===== src/rtl/core/nps_pkg.sv =====
// ----------------------------------------------------------------------------
// Nearest pattern search package
// Shared widths, score weights, reciprocal table, register codes and types.
// ----------------------------------------------------------------------------
package nps_pkg;

   localparam int PATTERN_DIGITS  = 64;
   localparam int DIGIT_BITS      = 4;
   localparam int LANE_DIGITS     = 16;
   localparam int DIGIT_LANES     = PATTERN_DIGITS / LANE_DIGITS;
   localparam int LANE_CNT_BITS   = $clog2(LANE_DIGITS + 1);
   localparam int MATCH_BITS      = $clog2(PATTERN_DIGITS + 1);
   localparam int DIGIT_SHIFT     = $clog2(PATTERN_DIGITS);

   localparam int MAX_PHONEMES    = 16;
   localparam int PHON_BITS       = 8;
   localparam int PCOUNT_BITS     = 5;

   localparam int INDEX_BITS      = 16;
   localparam int SCORE_BITS      = 17;
   localparam int WORD_BITS       = 64;

   localparam int DIGIT_WEIGHT    = 45875;
   localparam int PHON_WEIGHT     = 19661;
   localparam int DIGIT_TERM_BITS = 16;
   localparam int PHON_TERM_BITS  = 15;
   localparam int DIGIT_PROD_BITS = MATCH_BITS + DIGIT_TERM_BITS;

   // Reciprocal table: entry d holds ceil(PHON_WEIGHT * 2^RECIP_SHIFT / d),
   // so that (p * entry) >> RECIP_SHIFT is floor(PHON_WEIGHT * p / d).
   localparam int RECIP_SHIFT     = 16;
   localparam int RECIP_BITS      = 31;
   localparam int PHON_PROD_BITS  = PCOUNT_BITS + RECIP_BITS;
   localparam longint PHON_NUM    = longint'(PHON_WEIGHT) << RECIP_SHIFT;

   localparam logic [RECIP_BITS-1:0] PHON_RECIP [0:MAX_PHONEMES] = '{
      RECIP_BITS'(0),
      RECIP_BITS'((PHON_NUM + 0) / 1),
      RECIP_BITS'((PHON_NUM + 1) / 2),
      RECIP_BITS'((PHON_NUM + 2) / 3),
      RECIP_BITS'((PHON_NUM + 3) / 4),
      RECIP_BITS'((PHON_NUM + 4) / 5),
      RECIP_BITS'((PHON_NUM + 5) / 6),
      RECIP_BITS'((PHON_NUM + 6) / 7),
      RECIP_BITS'((PHON_NUM + 7) / 8),
      RECIP_BITS'((PHON_NUM + 8) / 9),
      RECIP_BITS'((PHON_NUM + 9) / 10),
      RECIP_BITS'((PHON_NUM + 10) / 11),
      RECIP_BITS'((PHON_NUM + 11) / 12),
      RECIP_BITS'((PHON_NUM + 12) / 13),
      RECIP_BITS'((PHON_NUM + 13) / 14),
      RECIP_BITS'((PHON_NUM + 14) / 15),
      RECIP_BITS'((PHON_NUM + 15) / 16)
   };

   // Configuration register indexes.
   localparam int CSR_IDX_BITS = 3;
   localparam logic [CSR_IDX_BITS-1:0] CSR_DIGITS_A   = 3'd0;
   localparam logic [CSR_IDX_BITS-1:0] CSR_DIGITS_B   = 3'd1;
   localparam logic [CSR_IDX_BITS-1:0] CSR_DIGITS_C   = 3'd2;
   localparam logic [CSR_IDX_BITS-1:0] CSR_DIGITS_D   = 3'd3;
   localparam logic [CSR_IDX_BITS-1:0] CSR_PHON_LO    = 3'd4;
   localparam logic [CSR_IDX_BITS-1:0] CSR_PHON_HI    = 3'd5;
   localparam logic [CSR_IDX_BITS-1:0] CSR_PHON_COUNT = 3'd6;

   typedef struct packed {
      logic                   valid;
      logic                   last;
   } stage_ctrl_type;

   typedef struct packed {
      logic [PCOUNT_BITS-1:0] match;
      logic [PCOUNT_BITS-1:0] max_count;
   } phon_result_type;

   typedef logic [LANE_CNT_BITS-1:0] lane_count_type;

   // Clamp a phoneme count to the table range.
   function automatic logic [PCOUNT_BITS-1:0] sat_count(input logic [PCOUNT_BITS-1:0] c);
      logic [PCOUNT_BITS-1:0] r;
      r = (c > PCOUNT_BITS'(MAX_PHONEMES)) ? PCOUNT_BITS'(MAX_PHONEMES) : c;
      return r;
   endfunction

endpackage


===== src/rtl/core/nps_digit_lane.sv =====
// ----------------------------------------------------------------------------
// Digit match lane
// Counts equal nibbles between one query word and one candidate word.
// ----------------------------------------------------------------------------
module nps_digit_lane (
   input  logic                         clock,
   input  logic                         advance,
   input  logic [nps_pkg::WORD_BITS-1:0] query_word,
   input  logic [nps_pkg::WORD_BITS-1:0] cand_word,
   output nps_pkg::lane_count_type      count
);
   import nps_pkg::*;

   logic [LANE_DIGITS-1:0] eq;
   lane_count_type         count_ff;
   lane_count_type         count_in;

   always_comb begin
      for (int i = 0; i < LANE_DIGITS; i++) begin
         eq[i] = (query_word[DIGIT_BITS*i +: DIGIT_BITS] ==
                  cand_word[DIGIT_BITS*i +: DIGIT_BITS]);
      end
      count_in = LANE_CNT_BITS'($countones(eq));
   end

   // Hold while the pipeline stalls.
   always_ff @(posedge clock) begin
      if (advance) begin
         count_ff <= count_in;
      end
   end

   assign count = count_ff;

endmodule


===== src/rtl/core/nps_phon_lane.sv =====
// ----------------------------------------------------------------------------
// Phoneme match lane
// Counts equal phonemes over the shorter list and registers the longer count.
// ----------------------------------------------------------------------------
module nps_phon_lane (
   input  logic                            clock,
   input  logic                            advance,
   input  logic [2*nps_pkg::WORD_BITS-1:0] query_phon,
   input  logic [nps_pkg::PCOUNT_BITS-1:0] query_count,
   input  logic [2*nps_pkg::WORD_BITS-1:0] cand_phon,
   input  logic [nps_pkg::PCOUNT_BITS-1:0] cand_count,
   output nps_pkg::phon_result_type        result
);
   import nps_pkg::*;

   logic [PCOUNT_BITS-1:0]  cc;
   logic [PCOUNT_BITS-1:0]  min_count;
   logic [MAX_PHONEMES-1:0] eq;
   phon_result_type         result_ff;
   phon_result_type         result_in;

   always_comb begin
      cc        = sat_count(cand_count);
      min_count = (cc < query_count) ? cc : query_count;
      for (int i = 0; i < MAX_PHONEMES; i++) begin
         eq[i] = (PCOUNT_BITS'(i) < min_count) &&
                 (query_phon[PHON_BITS*i +: PHON_BITS] == cand_phon[PHON_BITS*i +: PHON_BITS]);
      end
      result_in.match     = PCOUNT_BITS'($countones(eq));
      result_in.max_count = (cc > query_count) ? cc : query_count;
   end

   always_ff @(posedge clock) begin
      if (advance) begin
         result_ff <= result_in;
      end
   end

   assign result = result_ff;

endmodule


===== src/rtl/core/nps_merge.sv =====
// ----------------------------------------------------------------------------
// Lane merge and best-candidate tracker
// Sums lane counts into a score, then keeps the first highest-scoring index.
// ----------------------------------------------------------------------------
module nps_merge (
   input  logic                                clock,
   input  logic                                reset,
   input  logic                                advance,
   input  nps_pkg::stage_ctrl_type             s1_ctrl,
   input  nps_pkg::lane_count_type             lane_count [nps_pkg::DIGIT_LANES],
   input  nps_pkg::phon_result_type            phon,
   output logic                                rsp_valid,
   output logic [nps_pkg::INDEX_BITS-1:0]      rsp_best_index,
   output logic [nps_pkg::SCORE_BITS-1:0]      rsp_best_score,
   output logic                                rsp_index_overflow
);
   import nps_pkg::*;

   // Scoring stage
   logic [MATCH_BITS-1:0]      m_sum;
   logic [DIGIT_PROD_BITS-1:0] digit_prod;
   logic [PHON_PROD_BITS-1:0]  phon_prod;
   logic [SCORE_BITS-1:0]      score_in;
   logic [SCORE_BITS-1:0]      score_ff;
   stage_ctrl_type             s2_ctrl_ff;

   always_comb begin
      m_sum = '0;
      for (int l = 0; l < DIGIT_LANES; l++) begin
         m_sum = m_sum + MATCH_BITS'(lane_count[l]);
      end
      digit_prod = DIGIT_PROD_BITS'(m_sum) * DIGIT_PROD_BITS'(DIGIT_WEIGHT);
      phon_prod  = PHON_PROD_BITS'(phon.match) * PHON_PROD_BITS'(PHON_RECIP[phon.max_count]);
      score_in   = SCORE_BITS'(DIGIT_TERM_BITS'(digit_prod >> DIGIT_SHIFT)) +
                   SCORE_BITS'(PHON_TERM_BITS'(phon_prod >> RECIP_SHIFT));
   end

   always_ff @(posedge clock) begin
      if (reset) begin
         s2_ctrl_ff <= '0;
      end else if (advance) begin
         s2_ctrl_ff <= s1_ctrl;
      end
   end

   always_ff @(posedge clock) begin
      if (advance) begin
         score_ff <= score_in;
      end
   end

   // Update stage
   logic                  seen_ff,  seen_in;
   logic                  ovf_ff,   ovf_in;
   logic [INDEX_BITS-1:0] cand_ff,  cand_in;
   logic [INDEX_BITS-1:0] bidx_ff,  bidx_in;
   logic [SCORE_BITS-1:0] bscore_ff, bscore_in;
   logic                  rsp_valid_ff, rsp_valid_in;
   logic [INDEX_BITS-1:0] rsp_index_ff, rsp_index_in;
   logic [SCORE_BITS-1:0] rsp_score_ff, rsp_score_in;
   logic                  rsp_ovf_ff, rsp_ovf_in;
   logic                  idx_sat;
   logic [INDEX_BITS-1:0] idx;
   logic                  take;

   always_comb begin
      idx_sat = seen_ff && (cand_ff == {INDEX_BITS{1'b1}});
      if (!seen_ff) begin
         idx = '0;
      end else if (idx_sat) begin
         idx = cand_ff;
      end else begin
         idx = cand_ff + INDEX_BITS'(1);
      end
      take = !seen_ff || (score_ff > bscore_ff);

      seen_in      = seen_ff;
      ovf_in       = ovf_ff;
      cand_in      = cand_ff;
      bidx_in      = bidx_ff;
      bscore_in    = bscore_ff;
      rsp_valid_in = rsp_valid_ff;
      rsp_index_in = rsp_index_ff;
      rsp_score_in = rsp_score_ff;
      rsp_ovf_in   = rsp_ovf_ff;

      if (advance) begin
         rsp_valid_in = 1'b0;
         if (s2_ctrl_ff.valid) begin
            seen_in   = 1'b1;
            ovf_in    = ovf_ff | idx_sat;
            cand_in   = idx;
            if (take) begin
               bidx_in   = idx;
               bscore_in = score_ff;
            end
            if (s2_ctrl_ff.last) begin
               rsp_valid_in = 1'b1;
               rsp_index_in = bidx_in;
               rsp_score_in = bscore_in;
               rsp_ovf_in   = ovf_in;
               seen_in      = 1'b0;
               ovf_in       = 1'b0;
               cand_in      = '0;
               bidx_in      = '0;
               bscore_in    = '0;
            end
         end
      end
   end

   always_ff @(posedge clock) begin
      if (reset) begin
         seen_ff      <= 1'b0;
         ovf_ff       <= 1'b0;
         cand_ff      <= '0;
         bidx_ff      <= '0;
         bscore_ff    <= '0;
         rsp_valid_ff <= 1'b0;
      end else begin
         seen_ff      <= seen_in;
         ovf_ff       <= ovf_in;
         cand_ff      <= cand_in;
         bidx_ff      <= bidx_in;
         bscore_ff    <= bscore_in;
         rsp_valid_ff <= rsp_valid_in;
      end
   end

   always_ff @(posedge clock) begin
      rsp_index_ff <= rsp_index_in;
      rsp_score_ff <= rsp_score_in;
      rsp_ovf_ff   <= rsp_ovf_in;
   end

   assign rsp_valid          = rsp_valid_ff;
   assign rsp_best_index     = rsp_index_ff;
   assign rsp_best_score     = rsp_score_ff;
   assign rsp_index_overflow = rsp_ovf_ff;

endmodule


===== src/rtl/core/nearest_pattern_search_top.sv =====
// ----------------------------------------------------------------------------
// Nearest pattern search, top level
// Scores streamed candidates against a configured query and reports the best.
// ----------------------------------------------------------------------------
// Usage:
//   Load the query over the csr_ port (digit words, phoneme words, phoneme
//   count) while the block is idle. Then stream candidates on the req_
//   channel, one whole candidate per item, with req_last_candidate set on
//   the final one of a set. On that item's result the rsp_ channel carries
//   the first index with the highest score, that score in Q1.16 and the
//   index overflow flag; other items give no result.
//   Throughput: one item per cycle while no result is stalled. The last item's
//   result passes three register stages (match lanes, score multipliers,
//   compare-update), and the edge that accepts the item loads the first.
//   Reset clears the query, the tracker state and all stage valids.
//   When a result waits and rsp_ready is low, every stage holds and
//   req_ready drops until the result is taken.
// ----------------------------------------------------------------------------
module nearest_pattern_search_top (
   input  logic                               clock,
   input  logic                               reset,
   input  logic                               req_valid,
   output logic                               req_ready,
   input  logic [nps_pkg::WORD_BITS-1:0]      req_cand_digits_a,
   input  logic [nps_pkg::WORD_BITS-1:0]      req_cand_digits_b,
   input  logic [nps_pkg::WORD_BITS-1:0]      req_cand_digits_c,
   input  logic [nps_pkg::WORD_BITS-1:0]      req_cand_digits_d,
   input  logic [nps_pkg::WORD_BITS-1:0]      req_cand_phon_lo,
   input  logic [nps_pkg::WORD_BITS-1:0]      req_cand_phon_hi,
   input  logic [nps_pkg::PCOUNT_BITS-1:0]    req_cand_phon_count,
   input  logic                               req_last_candidate,
   output logic                               rsp_valid,
   input  logic                               rsp_ready,
   output logic [nps_pkg::INDEX_BITS-1:0]     rsp_best_index,
   output logic [nps_pkg::SCORE_BITS-1:0]     rsp_best_score,
   output logic                               rsp_index_overflow,
   input  logic                               csr_wr_en,
   input  logic [nps_pkg::CSR_IDX_BITS-1:0]   csr_index,
   input  logic [nps_pkg::WORD_BITS-1:0]      csr_wdata
);
   import nps_pkg::*;

   // Query registers
   logic [WORD_BITS-1:0]   qdig_ff [DIGIT_LANES];
   logic [WORD_BITS-1:0]   qphon_lo_ff;
   logic [WORD_BITS-1:0]   qphon_hi_ff;
   logic [PCOUNT_BITS-1:0] qcount_ff;

   // Take a write at once; drop unknown indexes; clamp the phoneme count.
   always_ff @(posedge clock) begin
      if (reset) begin
         for (int l = 0; l < DIGIT_LANES; l++) begin
            qdig_ff[l] <= '0;
         end
         qphon_lo_ff <= '0;
         qphon_hi_ff <= '0;
         qcount_ff   <= '0;
      end else if (csr_wr_en) begin
         case (csr_index)
            CSR_DIGITS_A:   qdig_ff[0]  <= csr_wdata;
            CSR_DIGITS_B:   qdig_ff[1]  <= csr_wdata;
            CSR_DIGITS_C:   qdig_ff[2]  <= csr_wdata;
            CSR_DIGITS_D:   qdig_ff[3]  <= csr_wdata;
            CSR_PHON_LO:    qphon_lo_ff <= csr_wdata;
            CSR_PHON_HI:    qphon_hi_ff <= csr_wdata;
            CSR_PHON_COUNT: qcount_ff   <= sat_count(csr_wdata[PCOUNT_BITS-1:0]);
            default: begin
            end
         endcase
      end
   end

   // Advance the whole pipeline unless a finished result is stalled.
   logic advance;
   assign advance   = !rsp_valid || rsp_ready;
   assign req_ready = advance;

   // Stage 1 control: an item enters whenever the pipeline advances.
   stage_ctrl_type s1_ctrl_ff;
   stage_ctrl_type s1_ctrl_in;

   always_comb begin
      s1_ctrl_in.valid = req_valid;
      s1_ctrl_in.last  = req_last_candidate;
   end

   always_ff @(posedge clock) begin
      if (reset) begin
         s1_ctrl_ff <= '0;
      end else if (advance) begin
         s1_ctrl_ff <= s1_ctrl_in;
      end
   end

   // Digit lanes, one per 16-digit word, side by side.
   logic [WORD_BITS-1:0] cand_dig [DIGIT_LANES];
   lane_count_type       lane_count [DIGIT_LANES];

   assign cand_dig[0] = req_cand_digits_a;
   assign cand_dig[1] = req_cand_digits_b;
   assign cand_dig[2] = req_cand_digits_c;
   assign cand_dig[3] = req_cand_digits_d;

   for (genvar l = 0; l < DIGIT_LANES; l++) begin : g_lane
      nps_digit_lane u_lane (
         .clock      (clock),
         .advance    (advance),
         .query_word (qdig_ff[l]),
         .cand_word  (cand_dig[l]),
         .count      (lane_count[l])
      );
   end

   // Phoneme lane
   phon_result_type phon;

   nps_phon_lane u_phon (
      .clock       (clock),
      .advance     (advance),
      .query_phon  ({qphon_hi_ff, qphon_lo_ff}),
      .query_count (qcount_ff),
      .cand_phon   ({req_cand_phon_hi, req_cand_phon_lo}),
      .cand_count  (req_cand_phon_count),
      .result      (phon)
   );

   // Merge lanes into a score and track the best candidate.
   nps_merge u_merge (
      .clock              (clock),
      .reset              (reset),
      .advance            (advance),
      .s1_ctrl            (s1_ctrl_ff),
      .lane_count         (lane_count),
      .phon               (phon),
      .rsp_valid          (rsp_valid),
      .rsp_best_index     (rsp_best_index),
      .rsp_best_score     (rsp_best_score),
      .rsp_index_overflow (rsp_index_overflow)
   );

endmodule


===== config.mk =====
export PLATFORM = sky130hd
export DESIGN_NAME = nearest_pattern_search_top
export DESIGN_NICKNAME = d
export VERILOG_FILES = /design/src/rtl/core/nps_pkg.sv /design/src/rtl/core/nps_digit_lane.sv /design/src/rtl/core/nps_phon_lane.sv /design/src/rtl/core/nps_merge.sv /design/src/rtl/core/nearest_pattern_search_top.sv
export SDC_FILE = /design/constraint.sdc
export NUM_CORES = 2
export LEC_CHECK = 0
export BUFFER_PORTS_ARGS = -buffer_cell sky130_fd_sc_hd__buf_2
export CORE_MARGIN = 3
export CORE_UTILIZATION = 35
export CTS_CLUSTER_DIAMETER = 80
export DETAILED_ROUTE_END_ITERATION = 16
export PLACE_DENSITY = 0.61
export SLEW_MARGIN = 30
export SYNTH_ARGS = -nofsm -noshare
export SYNTH_HDL_FRONTEND = slang
export SYNTH_SLANG_ARGS = --single-unit

===== constraint.sdc =====
create_clock -name clock -period 7.5 [get_ports clock]
set_input_delay 0.75 -clock clock [delete_from_list [all_inputs] [get_ports clock]]
set_output_delay 0.75 -clock clock [all_outputs]
set_load 0.005 [all_outputs]

==> summary.txt <==
Timing
  – Final Critical Period: 7.35 ns
  – Worst Max-Slew Pin Slew: between 1 and 1.5 ns
  – Crit share post-route: 0.980
  – Final setup violation count: 0
  – Final hold violations: 0
  – Max Fclk: 136 MHz
  – Rel. slew slack: 0.308
  – Final slew viol count: 0
  – Clock Skews: about 0.043 ns
  – Hold Worst Slack: 0.340 ns
  – Unrepaired setup endpoints after global routing: true

Worst setup path
  – Critical path capture point type: flip-flop
  – CP Data Arrival Time: about 7.8 ns
  – CP Class: reg2reg
  – Largest stage delay on the critical path: 0.55 ns
  – Top Family by Delay on Critical Path: adder cells
  – Worst Path Buf+Inv: 4
  – CP Max Fanout: 5
  – CP Launch Point: g_lane[1].u_lane.count[0]
  – R2r setup slk: 0.15 ns
  – Worst EP required: 7.90 ns
  – CP max stage cell: fa_1
  – Launch point of the worst reg-to-reg path: g_lane[1].u_lane.count[0]
  – Type of origin of the critical path: flip-flop

Final layout
  – Final net count: 4676
  – Fraction of layout cells with a size suffix above 1: 0.213
  – Area Growth Syn to Fin: 21.4%
  – Fillers: ~9000
  – Most frequent cells in the layout: buf_2 (496), nand2_1 (447), edfxtp_1 (337)
  – Multi-input combinational cell area: approximately 19000 µm²
  – Utilization after layout: 0.431
  – Most common cell after layout, fill and taps aside: buf_2
  – Design area: 40600 µm²
  – FF/Latch Area: between 10000 and 15000 µm²

Logic synthesis
  – Post-synth EDFFs: between 300 and 400
  – Syn_nets: between 4000 and 5000
  – Ys async rst share: 0
  – Warnings, synthesis: 0
  – Post-synthesis instance area: 33400 µm²
  – Synth cell types: 74
  – Post-Syn Instances: roughly 3300
  – Ys flop type: edfxtp_1
  – Synthesized area per cell: 10.1 µm²
  – Seq/Total Area, Yosys: 0.416
  – #FFs+latches synth: 526

Min path
  – Hold Startpoint: req_last_candidate
  – Hold WC Path Type: in2reg

Floorplan
  – Core Area: around 94000 µm²
  – Die Span X: between 300 and 400 µm
  – Die area: around 99000 µm²
  – Die Y: approximately 310 µm
  – Row count: between 100 and 150
  – # IOs: about 500
  – Initial Util: 0.355

Global route
  – First-pass GRT wire length: around 160000 µm
  – Largest net degree at the start of global routing: 74
  – Total Routing Usage GR: 0.206
  – Initial antenna violation count: 54
  – Remaining global-route overflow: 0
  – Vias in the first global route: about 25000

Routing
  – DR vias/cell: about 4.8
  – Starting DRT DRC Count: between 1500 and 2000
  – DRT antenna net count: 0
  – First-pass detailed-route iteration total: 5
  – Mean routed wirelength per cell: ~20 µm
  – Detailed-route via count: about 25000
  – DR DRC count: 0
  – WL final: ~100000 µm

Placement
  – Post-DP HPWL: approximately 82000 µm
  – GP Congestion: slightly below 0.9
  – Cell Area, Placed: between 30000 and 40000 µm²
  – Port bufs: a little under 500

Clock tree
  – Clock latency on the worst-skew pair: around 0.68 ns
  – TritonCTS Sinks: approximately 530
  – Max Buffers Root-to-Sink: 3
  – CTS tree: built
  – CTS buffer count: 60
  – Clock Pin Slew Worst Setup and Hold Paths: 0.06 ns
  – CTS H-tree depth: 2
  – Root buffer cell: clkbuf_16

Power and ir drop
  – Maximum vdd drop: between 800 and 900 µV
  – LEAKAGE: about 17 nW
  – Pwr dens: approximately 400 nW/µm²

Run status
  – Status: completed

Flow run
  – Max cap viols: 0
metrics by stage:
stage	TNS, ns	setup WS [ns]	cells	power, mW
3_3_place_gp	-0.117	-0.0466	5049	12.0
3_5_place_dp	-0.598	-0.196	5049	12.1
4_1_cts	0	0.00284	5165	15.2
2_1_floorplan	0	0.0644	3312	8.98
6_report	0	0.153	5214	16.7
5_1_grt	-0.413	-0.117	5196	18.0
registers in the layout (all words and copies together) (netlist names), 2 cells and up:
signal                  count
g_lane.u_lane.count        20
u_merge.s2_ctrl_ff          2
u_merge.score_ff           17
u_merge.bidx_ff            16
u_phon.result              10
u_merge.cand_ff            16
u_merge.rsp_best_score     17
qphon_lo_ff                64
qcount_ff                   5
qphon_hi_ff                64
u_merge.rsp_best_index     16
u_merge.bscore_ff          17
qdig_ff                   256
s1_ctrl_ff                  2
repair_timing:
action,in CTS,in global routing
hold buffers,0,0
setup buffers,2,14
gates resized for setup,7,70
pin swaps,1,45
endpoints found under the setup margin,4,9
cells by family (layout without fill, tap and decap cells):
kind of cell,count (synthesis),in the layout,share of synthesized area
simple gates,1132,1132,0.169
mux,22,22,0.00667
fa+ha+maj,342,342,0.162
xor+xnor,452,452,0.119
compound gates,442,442,0.0818
flops,526,526,0.416
other cells,0,36,0
buf+inv,396,1008,0.0450
Yosys cell counts (6+ instances only):
library cell  number  share of area
nor3_1            31         0.0046
nand2b_1          18         0.0034
or2_2              7         0.0013
nor2b_1           19         0.0036
ha_1             189          0.071
nor2_1            99          0.011
nand2_1          453          0.051
inv_1            262          0.029
a221oi_1          14         0.0037
o21ai_0           78          0.012
nor4_1            75          0.014
a2111oi_0          6         0.0016
and2_1           320          0.060
a21oi_1          207          0.031
nand4_1           38         0.0071
a32o_1             8         0.0024
and3_1             7         0.0013
buf_1              7        0.00079
fa_1             153          0.092
a211oi_1          16         0.0036
or3_1              9         0.0017
o211ai_1           6         0.0013
o31ai_1           11         0.0025
nand3_1           40         0.0060
mux2i_1           20         0.0060
buf_2              8         0.0012
a31oi_1            9         0.0017
edfxtp_1         337           0.30
xnor2_1          163          0.043
clkbuf_1         117          0.013
xor2_1           289          0.076
dfxtp_1          189           0.11
a21o_1            35         0.0079
worst min-delay path, stage by stage:
cell,delay [ns]
buf_2,0.07
mux2i_1,0.05
nor2_1,0.07
final cells by class:
class,instances,share of cell area
multi-input cells,2390,0.458
flip-flops and latches,526,0.343
repair buffers,631,0.0864
clock buffers,91,0.0416
well taps,1254,0.0387
inverters,263,0.0243
clock inverters,23,0.00645
diodes,36,0.00222
routing by layer:
| layer | wire, µm | vias to the layer above | GRT usage |
|---|---|---|---|
| li1 | - | 12300 | - |
| met2 | 52100 | 583 | 0.359 |
| met4 | 2470 | 32 | 0.0542 |
| met5 | 203 | - | 0 |
| met1 | 43600 | 12200 | 0.258 |
| met3 | 5750 | 162 | 0.0459 |
power breakdown:
| part | leakage [nW] | switching (mW) | internal, mW |
|---|---|---|---|
| clock | 0.938 | 1.25 | 1.67 |
| sequential | 4.86 | 0.118 | 3.54 |
| combinational | 11.3 | 5.12 | 4.95 |
| total | 17.1 | 6.49 | 10.2 |
final timing paths:
path	end	cells after the start
max	u_merge.score_ff[16]	31
min	s1_ctrl_ff[0]	3
max reg2reg	u_merge.score_ff[16]	31
min reg2reg	qphon_hi_ff[54]	2
Note: power is estimated with default switching activity, not from simulation.
